**src/rtl/led_matrix_frame_serializer_macros.svh**
```systemverilog
// assertion helpers for the design file that checks itself
`ifndef LED_MATRIX_FRAME_SERIALIZER_MACROS_SVH
`define LED_MATRIX_FRAME_SERIALIZER_MACROS_SVH

// same-cycle implication, sampled on clk, off while rst_n is low
`define LMFS_ASSERT_IMP(label, ante, cons, msg) \
    label: assert property (@(posedge clk) disable iff (!rst_n) (ante) |-> (cons)) \
        else $error(msg);

// next-cycle implication, sampled on clk, off while rst_n is low
`define LMFS_ASSERT_NEXT(label, ante, cons, msg) \
    label: assert property (@(posedge clk) disable iff (!rst_n) (ante) |=> (cons)) \
        else $error(msg);

`endif

```
**src/rtl/lmfs_pkg.sv**
```systemverilog
package lmfs_pkg;

    localparam int MODULES   = 4;
    localparam int WIDTH_PIX = MODULES * 8;
    localparam int STORE_LEN = MODULES * 8;
    localparam int ADDR_W    = $clog2(STORE_LEN);
    localparam int MCNT_W    = (MODULES > 1) ? $clog2(MODULES) : 1;
    localparam int PADDR_W   = 4;

    localparam logic [3:0] REG_INTENSITY = 4'hA;
    localparam logic [3:0] LEVEL_MAX     = 4'hF;

    typedef enum logic [1:0] {
        KIND_PIXEL = 2'd0,
        KIND_CLEAR = 2'd1,
        KIND_FLUSH = 2'd2,
        KIND_INTEN = 2'd3
    } kind_t;

    typedef enum logic [1:0] {
        CFG_MODULE_ZERO_RIGHTMOST = 2'd0,
        CFG_BIT_ZERO_RIGHTMOST    = 2'd1,
        CFG_ROW_ZERO_TOP          = 2'd2
    } cfg_index_t;

    typedef struct packed {
        logic [1:0] kind;
        logic [5:0] x;
        logic [2:0] y;
        logic [7:0] value;
    } item_t;

    typedef struct packed {
        logic [3:0] reg_address;
        logic [7:0] reg_data;
        logic       latch;
        logic       last;
    } result_t;

    typedef struct packed {
        logic              rd_en;
        logic [ADDR_W-1:0] rd_addr;
        logic              wr_en;
        logic [ADDR_W-1:0] wr_addr;
        logic [7:0]        wr_data;
        logic              clear;
    } store_req_t;

endpackage

```
**src/rtl/lmfs_store.sv**
```systemverilog
module lmfs_store (
    input  logic                clk,
    input  logic                rst_n,
    input  lmfs_pkg::store_req_t req,
    output logic [7:0]          rdata
);

    logic [7:0]                     mem_reg [lmfs_pkg::STORE_LEN];
    logic [lmfs_pkg::STORE_LEN-1:0] valid_reg;
    logic [lmfs_pkg::STORE_LEN-1:0] valid_next;
    logic [7:0]                     rdata_reg;
    logic                           rhit_reg;

    always_ff @(posedge clk)
    begin
        if (req.wr_en)
        begin
            mem_reg[req.wr_addr] <= req.wr_data;
        end
        if (req.rd_en)
        begin
            rdata_reg <= mem_reg[req.rd_addr];
        end
    end

    // an entry never written since reset or clear reads as zero
    always_comb
    begin
        valid_next = valid_reg;
        if (req.clear)
        begin
            valid_next = '0;
        end
        else if (req.wr_en)
        begin
            valid_next[req.wr_addr] = 1'b1;
        end
    end

    always_ff @(posedge clk or negedge rst_n)
    begin
        if (!rst_n)
        begin
            valid_reg <= '0;
            rhit_reg  <= 1'b0;
        end
        else
        begin
            valid_reg <= valid_next;
            if (req.rd_en)
            begin
                rhit_reg <= valid_reg[req.rd_addr];
            end
        end
    end

    assign rdata = rhit_reg ? rdata_reg : 8'h00;

endmodule

```
**src/rtl/led_matrix_frame_serializer.sv**
```systemverilog
// channel  | ports                         | handshake
// item     | start, busy, item             | taken when start and not busy
// result   | result_valid, result          | one word per cycle, no stall
// config   | psel penable pwrite paddr ... | written at access cycle, pready high
//
// set pixel: busy in ST_PIX_RD (store read), then ST_PIX_WR (write); out of range: none
// clear frame: never busy, the store's valid bits drop at once
// flush: busy until the last word is out, one word a cycle off the store read port
// intensity: busy until the last word is out, one word a cycle
// reset leaves the frame store reading as all zeros; results cannot be held off
`include "led_matrix_frame_serializer_macros.svh"

module led_matrix_frame_serializer (
    input  logic                          clk,
    input  logic                          rst_n,
    input  logic                          start,
    output logic                          busy,
    input  lmfs_pkg::item_t               item,
    output logic                          result_valid,
    output lmfs_pkg::result_t             result,
    input  logic                          psel,
    input  logic                          penable,
    input  logic                          pwrite,
    input  logic [lmfs_pkg::PADDR_W-1:0]  paddr,
    input  logic [31:0]                   pwdata,
    output logic [31:0]                   prdata,
    output logic                          pready
);

    typedef enum logic [4:0] {
        ST_IDLE   = 5'b00001,
        ST_PIX_RD = 5'b00010,
        ST_PIX_WR = 5'b00100,
        ST_FLUSH  = 5'b01000,
        ST_INTEN  = 5'b10000
    } state_t;

    localparam logic [lmfs_pkg::MCNT_W-1:0] MOD_LAST =
        lmfs_pkg::MCNT_W'(lmfs_pkg::MODULES - 1);
    localparam logic [5:0] X_MAX = 6'(lmfs_pkg::WIDTH_PIX - 1);

    state_t                        state_reg, state_next;
    logic                          mzr_reg, mzr_next;
    logic                          bzr_reg, bzr_next;
    logic                          rzt_reg, rzt_next;
    logic [lmfs_pkg::MCNT_W-1:0]   mod_reg, mod_next;
    logic [2:0]                    row_reg, row_next;
    logic                          pend_reg, pend_next;
    logic [lmfs_pkg::ADDR_W-1:0]   idx_reg, idx_next;
    logic [7:0]                    mask_reg, mask_next;
    logic [3:0]                    level_reg, level_next;
    logic [3:0]                    paddr_reg, paddr_next;
    logic                          platch_reg, platch_next;
    logic                          plast_reg, plast_next;
    logic                          pmem_reg, pmem_next;

    lmfs_pkg::store_req_t          req;
    logic [7:0]                    store_rdata;
    logic                          accept;
    logic                          cfg_wr;
    logic [1:0]                    cfg_idx;
    logic [5:0]                    x_flip;
    logic [2:0]                    pix_row;
    logic [5:0]                    pix_idx;
    logic                          in_range;

    lmfs_store u_store (
        .clk   (clk),
        .rst_n (rst_n),
        .req   (req),
        .rdata (store_rdata)
    );

    assign busy    = (state_reg != ST_IDLE) || pend_reg;
    assign accept  = start && !busy;
    assign cfg_wr  = psel && penable && pwrite;
    assign cfg_idx = paddr[lmfs_pkg::PADDR_W-1:2];
    assign pready  = 1'b1;

    // module count from the right only flips the module, local column stays x mod 8
    assign x_flip   = X_MAX - item.x;
    assign pix_row  = rzt_reg ? item.y : ~item.y;
    assign pix_idx  = mzr_reg ? {x_flip[5:3], pix_row} : {item.x[5:3], pix_row};
    assign in_range = {1'b0, item.x} < 7'(lmfs_pkg::WIDTH_PIX);

    always_comb
    begin
        mzr_next = mzr_reg;
        bzr_next = bzr_reg;
        rzt_next = rzt_reg;
        if (cfg_wr)
        begin
            unique case (cfg_idx)
                lmfs_pkg::CFG_MODULE_ZERO_RIGHTMOST: mzr_next = pwdata[0];
                lmfs_pkg::CFG_BIT_ZERO_RIGHTMOST:    bzr_next = pwdata[0];
                lmfs_pkg::CFG_ROW_ZERO_TOP:          rzt_next = pwdata[0];
                default:                             ;
            endcase
        end
    end

    always_comb
    begin
        unique case (cfg_idx)
            lmfs_pkg::CFG_MODULE_ZERO_RIGHTMOST: prdata = {31'd0, mzr_reg};
            lmfs_pkg::CFG_BIT_ZERO_RIGHTMOST:    prdata = {31'd0, bzr_reg};
            lmfs_pkg::CFG_ROW_ZERO_TOP:          prdata = {31'd0, rzt_reg};
            default:                             prdata = 32'd0;
        endcase
    end

    always_comb
    begin
        state_next  = state_reg;
        mod_next    = mod_reg;
        row_next    = row_reg;
        pend_next   = 1'b0;
        idx_next    = idx_reg;
        mask_next   = mask_reg;
        level_next  = level_reg;
        paddr_next  = paddr_reg;
        platch_next = platch_reg;
        plast_next  = plast_reg;
        pmem_next   = pmem_reg;
        req         = '0;

        unique case (state_reg)
            ST_IDLE:
            begin
                if (accept)
                begin
                    case (item.kind)
                        lmfs_pkg::KIND_PIXEL:
                        begin
                            if (in_range)
                            begin
                                idx_next   = lmfs_pkg::ADDR_W'(pix_idx);
                                mask_next  = bzr_reg ? (8'h01 << item.x[2:0])
                                                     : (8'h80 >> item.x[2:0]);
                                state_next = ST_PIX_RD;
                            end
                        end
                        lmfs_pkg::KIND_CLEAR:
                        begin
                            req.clear = 1'b1;
                        end
                        lmfs_pkg::KIND_FLUSH:
                        begin
                            row_next   = 3'd0;
                            mod_next   = MOD_LAST;
                            state_next = ST_FLUSH;
                        end
                        default:
                        begin
                            level_next = (item.value > {4'd0, lmfs_pkg::LEVEL_MAX})
                                         ? lmfs_pkg::LEVEL_MAX : item.value[3:0];
                            mod_next   = MOD_LAST;
                            state_next = ST_INTEN;
                        end
                    endcase
                end
            end
            ST_PIX_RD:
            begin
                req.rd_en   = 1'b1;
                req.rd_addr = idx_reg;
                state_next  = ST_PIX_WR;
            end
            ST_PIX_WR:
            begin
                req.wr_en   = 1'b1;
                req.wr_addr = idx_reg;
                req.wr_data = store_rdata | mask_reg;
                state_next  = ST_IDLE;
            end
            ST_FLUSH:
            begin
                // read now, the word goes out next cycle with the read data
                req.rd_en   = 1'b1;
                req.rd_addr = lmfs_pkg::ADDR_W'({mod_reg, row_reg});
                pend_next   = 1'b1;
                pmem_next   = 1'b1;
                paddr_next  = {1'b0, row_reg} + 4'd1;
                platch_next = (mod_reg == '0);
                plast_next  = (mod_reg == '0) && (row_reg == 3'd7);
                if (mod_reg == '0)
                begin
                    mod_next = MOD_LAST;
                    row_next = row_reg + 3'd1;
                    if (row_reg == 3'd7)
                    begin
                        state_next = ST_IDLE;
                    end
                end
                else
                begin
                    mod_next = mod_reg - 1'b1;
                end
            end
            ST_INTEN:
            begin
                pend_next   = 1'b1;
                pmem_next   = 1'b0;
                paddr_next  = lmfs_pkg::REG_INTENSITY;
                platch_next = (mod_reg == '0);
                plast_next  = (mod_reg == '0);
                if (mod_reg == '0)
                begin
                    state_next = ST_IDLE;
                end
                else
                begin
                    mod_next = mod_reg - 1'b1;
                end
            end
            default:
            begin
                state_next = ST_IDLE;
            end
        endcase
    end

    always_ff @(posedge clk or negedge rst_n)
    begin
        if (!rst_n)
        begin
            state_reg <= ST_IDLE;
            mzr_reg   <= 1'b1;
            bzr_reg   <= 1'b0;
            rzt_reg   <= 1'b1;
            mod_reg   <= '0;
            row_reg   <= 3'd0;
            pend_reg  <= 1'b0;
        end
        else
        begin
            state_reg <= state_next;
            mzr_reg   <= mzr_next;
            bzr_reg   <= bzr_next;
            rzt_reg   <= rzt_next;
            mod_reg   <= mod_next;
            row_reg   <= row_next;
            pend_reg  <= pend_next;
        end
    end

    always_ff @(posedge clk)
    begin
        idx_reg    <= idx_next;
        mask_reg   <= mask_next;
        level_reg  <= level_next;
        paddr_reg  <= paddr_next;
        platch_reg <= platch_next;
        plast_reg  <= plast_next;
        pmem_reg   <= pmem_next;
    end

    assign result_valid       = pend_reg;
    assign result.reg_address = paddr_reg;
    assign result.reg_data    = pmem_reg ? store_rdata : {4'd0, level_reg};
    assign result.latch       = platch_reg;
    assign result.last        = plast_reg;

    `LMFS_ASSERT_IMP(a_word_while_busy, result_valid, busy, "word sent while not busy")
    `LMFS_ASSERT_NEXT(a_idle_after_last, result_valid && result.last, !busy,
        "still busy after final word")
    `LMFS_ASSERT_NEXT(a_flush_goes_busy,
        accept && (item.kind == lmfs_pkg::KIND_FLUSH), busy, "flush did not start")
    `LMFS_ASSERT_IMP(a_last_has_latch, result_valid && result.last, result.latch,
        "final word without latch")

endmodule

```
**config.mk**
```make
export PLATFORM = sky130hd
export DESIGN_NAME = led_matrix_frame_serializer
export DESIGN_NICKNAME = d
export VERILOG_FILES = /design/src/rtl/lmfs_pkg.sv /design/src/rtl/lmfs_store.sv /design/src/rtl/led_matrix_frame_serializer.sv
export VERILOG_INCLUDE_DIRS = /design/src /design/src/rtl
export SDC_FILE = /design/constraint.sdc
export NUM_CORES = 1
export LEC_CHECK = 0
export ABC_AREA = 0
export BUFFER_PORTS_ARGS = -buffer_cell sky130_fd_sc_hd__buf_4
export CAP_MARGIN = 20
export CORE_MARGIN = 2
export CORE_UTILIZATION = 30
export CTS_CLUSTER_SIZE = 12
export DETAILED_ROUTE_END_ITERATION = 6
export SKIP_LAST_GASP = 1
export SYNTH_ARGS = -nofsm -noshare
export SYNTH_HDL_FRONTEND = slang
export SYNTH_HIERARCHICAL = 1
export SYNTH_SLANG_ARGS = --single-unit
```
**constraint.sdc**
```tcl
create_clock -name clk -period 3.6 [get_ports clk]
set_input_delay 0.36 -clock clk [delete_from_list [all_inputs] [get_ports clk]]
set_output_delay 0.36 -clock clk [all_outputs]
set_load 0.01 [all_outputs]
```
==> results.sh <==
export IMPL_yosysUniqueCellTypes=50
export IMPL_layout_nets=952
export IMPL_post_cts_buffers=0
export IMPL_synth_xor_area_frac=0.00316
export IMPL_pwr_share_comb=0.129
export IMPL_worstHoldPathCells=2
export IMPL_setup_slack_ns=0.304
export IMPL_power_share_clock=0.370
export IMPL_drv_slew=0
export IMPL_io_pins=110
export IMPL_drive_above_1_share=0.295
export IMPL_synthSimpleGateAreaFrac=0.0749
export IMPL_synth_top_family_by_area="multiplexers"
export IMPL_syn_inst=783
export IMPL_wl_per_cell_um=19.1
export IMPL_totalWireLength_um=28800
export IMPL_core_area_mm2=0.0455
export IMPL_insertion_delay_ns=0.53
export IMPL_period_minus_slack_ns=3.30
export IMPL_vias_per_cell=4.64
export IMPL_path_delay_family="multiplexers"
export IMPL_leakagePower_nw=6.03
export IMPL_crit_path_start_kind="register"
export IMPL_crit_cells=7
export IMPL_cts_root_buf="clkbuf_16"
export IMPL_rows=78
export IMPL_hold_buffers=1
export IMPL_r2r_slack_ns=0.30
export IMPL_synth_avg_cell_area_um2=17.7
export IMPL_period_share=0.916
export IMPL_finalSetupTns_ns=0
export IMPL_start_util=0.305
export IMPL_muxShareOfSynthArea=0.158
export IMPL_max_stage_delay_ns=0.60
export IMPL_fmax_mhz=303
export IMPL_synthToLayoutAreaGrowth_pct=17.3
export IMPL_async_flop_share=0.140
export IMPL_drv_cap=0
export IMPL_htree_levels=2
export IMPL_internal_power_w=0.00703
export IMPL_cts_buffers=35
export IMPL_synth_compound_area_share=0.0201
export IMPL_crit_slowest_cell="mux4_2"
export IMPL_die_h_um=219
export IMPL_end_kind="register"
export IMPL_largest_register_ff_count=256
export IMPL_grt_max_degree=48
export IMPL_ff2ff_path_depth=7
export IMPL_crit_required_ns=3.87
export IMPL_p_sw_w=0.00223
export IMPL_crit_arrival_ns=3.56
export IMPL_setup_violations=0
export IMPL_crit_fanout=35
export IMPL_critPathKind="reg2reg"
export IMPL_routabilityCongestion=0.762
export IMPL_ys_flop_type="edfxtp_1"
export IMPL_power_share_sequential=0.501
export IMPL_antenna_found_initial=0
export IMPL_grt_overflow_total=0
export IMPL_status="finished, final reports clean"
export IMPL_synth_edf_count=288
export IMPL_power_density_mw_per_mm2=570
export IMPL_drc=0
export IMPL_crit_chain="nor3_1 -> and2_0 -> a22o_4 -> buf_12 -> mux4_2 -> mux4_2 -> mux2_2"
export IMPL_num_antenna_cells=0
export IMPL_ctsResizeCount=0
export IMPL_dp_slack_ns=0.287
export IMPL_design_die_area_mm2=0.0479
export IMPL_hold_viol_final=0
export IMPL_dp_hpwl_um=18500
export IMPL_swShare=0.241
export IMPL_track_usage=0.123
export IMPL_cts_sinks=335
export IMPL_whs_ns=0.0792
export IMPL_grt_pass1_wl_um=44000
export IMPL_hold_class="in2reg"
export IMPL_syn_area_mm2=0.0139
export IMPL_first_iter_violations=600
export IMPL_io_buffers=44
export IMPL_finalClockSkew_ns=0.0235
export IMPL_cts_path_max_buffers=3
export IMPL_vias=7015
export IMPL_clk_pin_slew_ns=0.06
export IMPL_ir_worst_vdd_v=0.000263
export IMPL_path_buf_inv=1
export IMPL_path_common_cell="mux4_2"
export IMPL_max_slew_margin=0.367
export IMPL_synthAdderAreaFrac=0.00271
export IMPL_seq_area_frac_synth=0.710
export IMPL_worst_slew_pin_slew_ns=0.948
export IMPL_cts_tree="built"
export IMPL_first_pass_iters=5
export IMPL_die_w_um=219
export IMPL_grt_pass1_vias=7210
export IMPL_synth_seq_cells=335
export IMPL_yosysWarningCount=6
export IMPL_rsz0062_at_grt="no"
export IMPL_ant_nets=0
area by class of cell:
type / instances / area, µm²
Sequential cell: 335 / 9830
Timing Repair Buffer: 102 / 826
Fill cell: 4296 / 29200
Inverter: 5 / 18.8
Tap cell: 600 / 751
Multi-Input combinational cell: 409 / 3750
Clock inverter: 6 / 95.1
Clock buffer: 54 / 978
power by group through the flow:
stage | clock network, W | logic [W] | registers [W]
floorplan | 0 | 0.000855 | 0.00466
global placement | 0 | 0.00118 | 0.00471
detailed placement | 0 | 0.00120 | 0.00471
CTS | 0.00352 | 0.00121 | 0.00464
global route | 0.00365 | 0.00132 | 0.00467
finish | 0.00343 | 0.00120 | 0.00463
cells by family (layout without fill, tap and decap cells):
family / after synthesis / after routing
other: 2 / 32
flip-flops: 335 / 335
XOR/XNOR: 5 / 5
AND/OR/NAND/NOR: 214 / 214
buffers and inverters: 69 / 167
multiplexers: 117 / 117
AO/OA/AOI/OAI: 38 / 38
adder cells (fa/ha/maj): 3 / 3
per-stage QoR:
| stage | power, W | area (µm²) | util | cells |
|---|---|---|---|---|
| 4_1_cts | 0.00936 | 16200 | 0.357 | 1510 |
| 6_report | 0.00926 | 16200 | 0.357 | 1511 |
| 3_5_place_dp | 0.00591 | 15100 | 0.333 | 1449 |
| 3_3_place_gp | 0.00589 | 15100 | 0.333 | 1449 |
| 2_1_floorplan | 0.00552 | 14000 | - | 813 |
| 5_1_grt | 0.00964 | 16200 | 0.357 | 1511 |
placed cells by master, fill, tap and decap left out, drive strengths merged, types with 14 or more instances in the layout:
cell type	count
edfxtp	288
conb	32
nand2	15
mux2	18
buf	101
mux2i	19
dfrtp	44
nand2b	14
clkbuf	54
and2	20
mux4	80
nor2	124
worst paths after layout:
path	from	endpoint
worst max register to register	state_reg[1]	u_store/rdata_reg[7]
min in group asynchronous	rst_n	u_store/valid_reg[21]
max in group asynchronous	rst_n	bzr_reg
worst min register to register	u_store/valid_reg[2]	u_store/valid_reg[2]
worst max-delay path	state_reg[1]	u_store/rdata_reg[7]
worst min-delay path	item[18]	state_reg[1]
layer usage:
layer	share of wire	vias to the layer above	GRT usage
met5	0	-	0
met4	0.018	0	0.0345
met3	0.055	37	0.0230
met2	0.48	198	0.200
met1	0.45	3602	0.168
li1	-	3178	-
cell usage after synthesis, types with 4 or more instances:
cell type	instances	area, µm²
a21oi_1	4	20.0
a22o_1	8	70.1
and2_1	19	119
buf_2	9	45.0
buf_4	41	308
clkbuf_1	14	52.6
dfrtp_1	44	1100
edfxtp_1	288	8650
inv_1	5	18.8
mux2_2	18	203
mux2i_1	19	190
mux4_2	80	1800
nand2_1	15	56.3
nand2b_1	14	87.6
nand3_1	5	25.0
nand3b_1	7	52.6
nor2_1	123	462
nor2b_1	4	25.0
nor3_1	5	25.0
o21ai_0	4	20.0
o22ai_1	8	50.1
No activity file was read; power rests on OpenSTA's default activity.
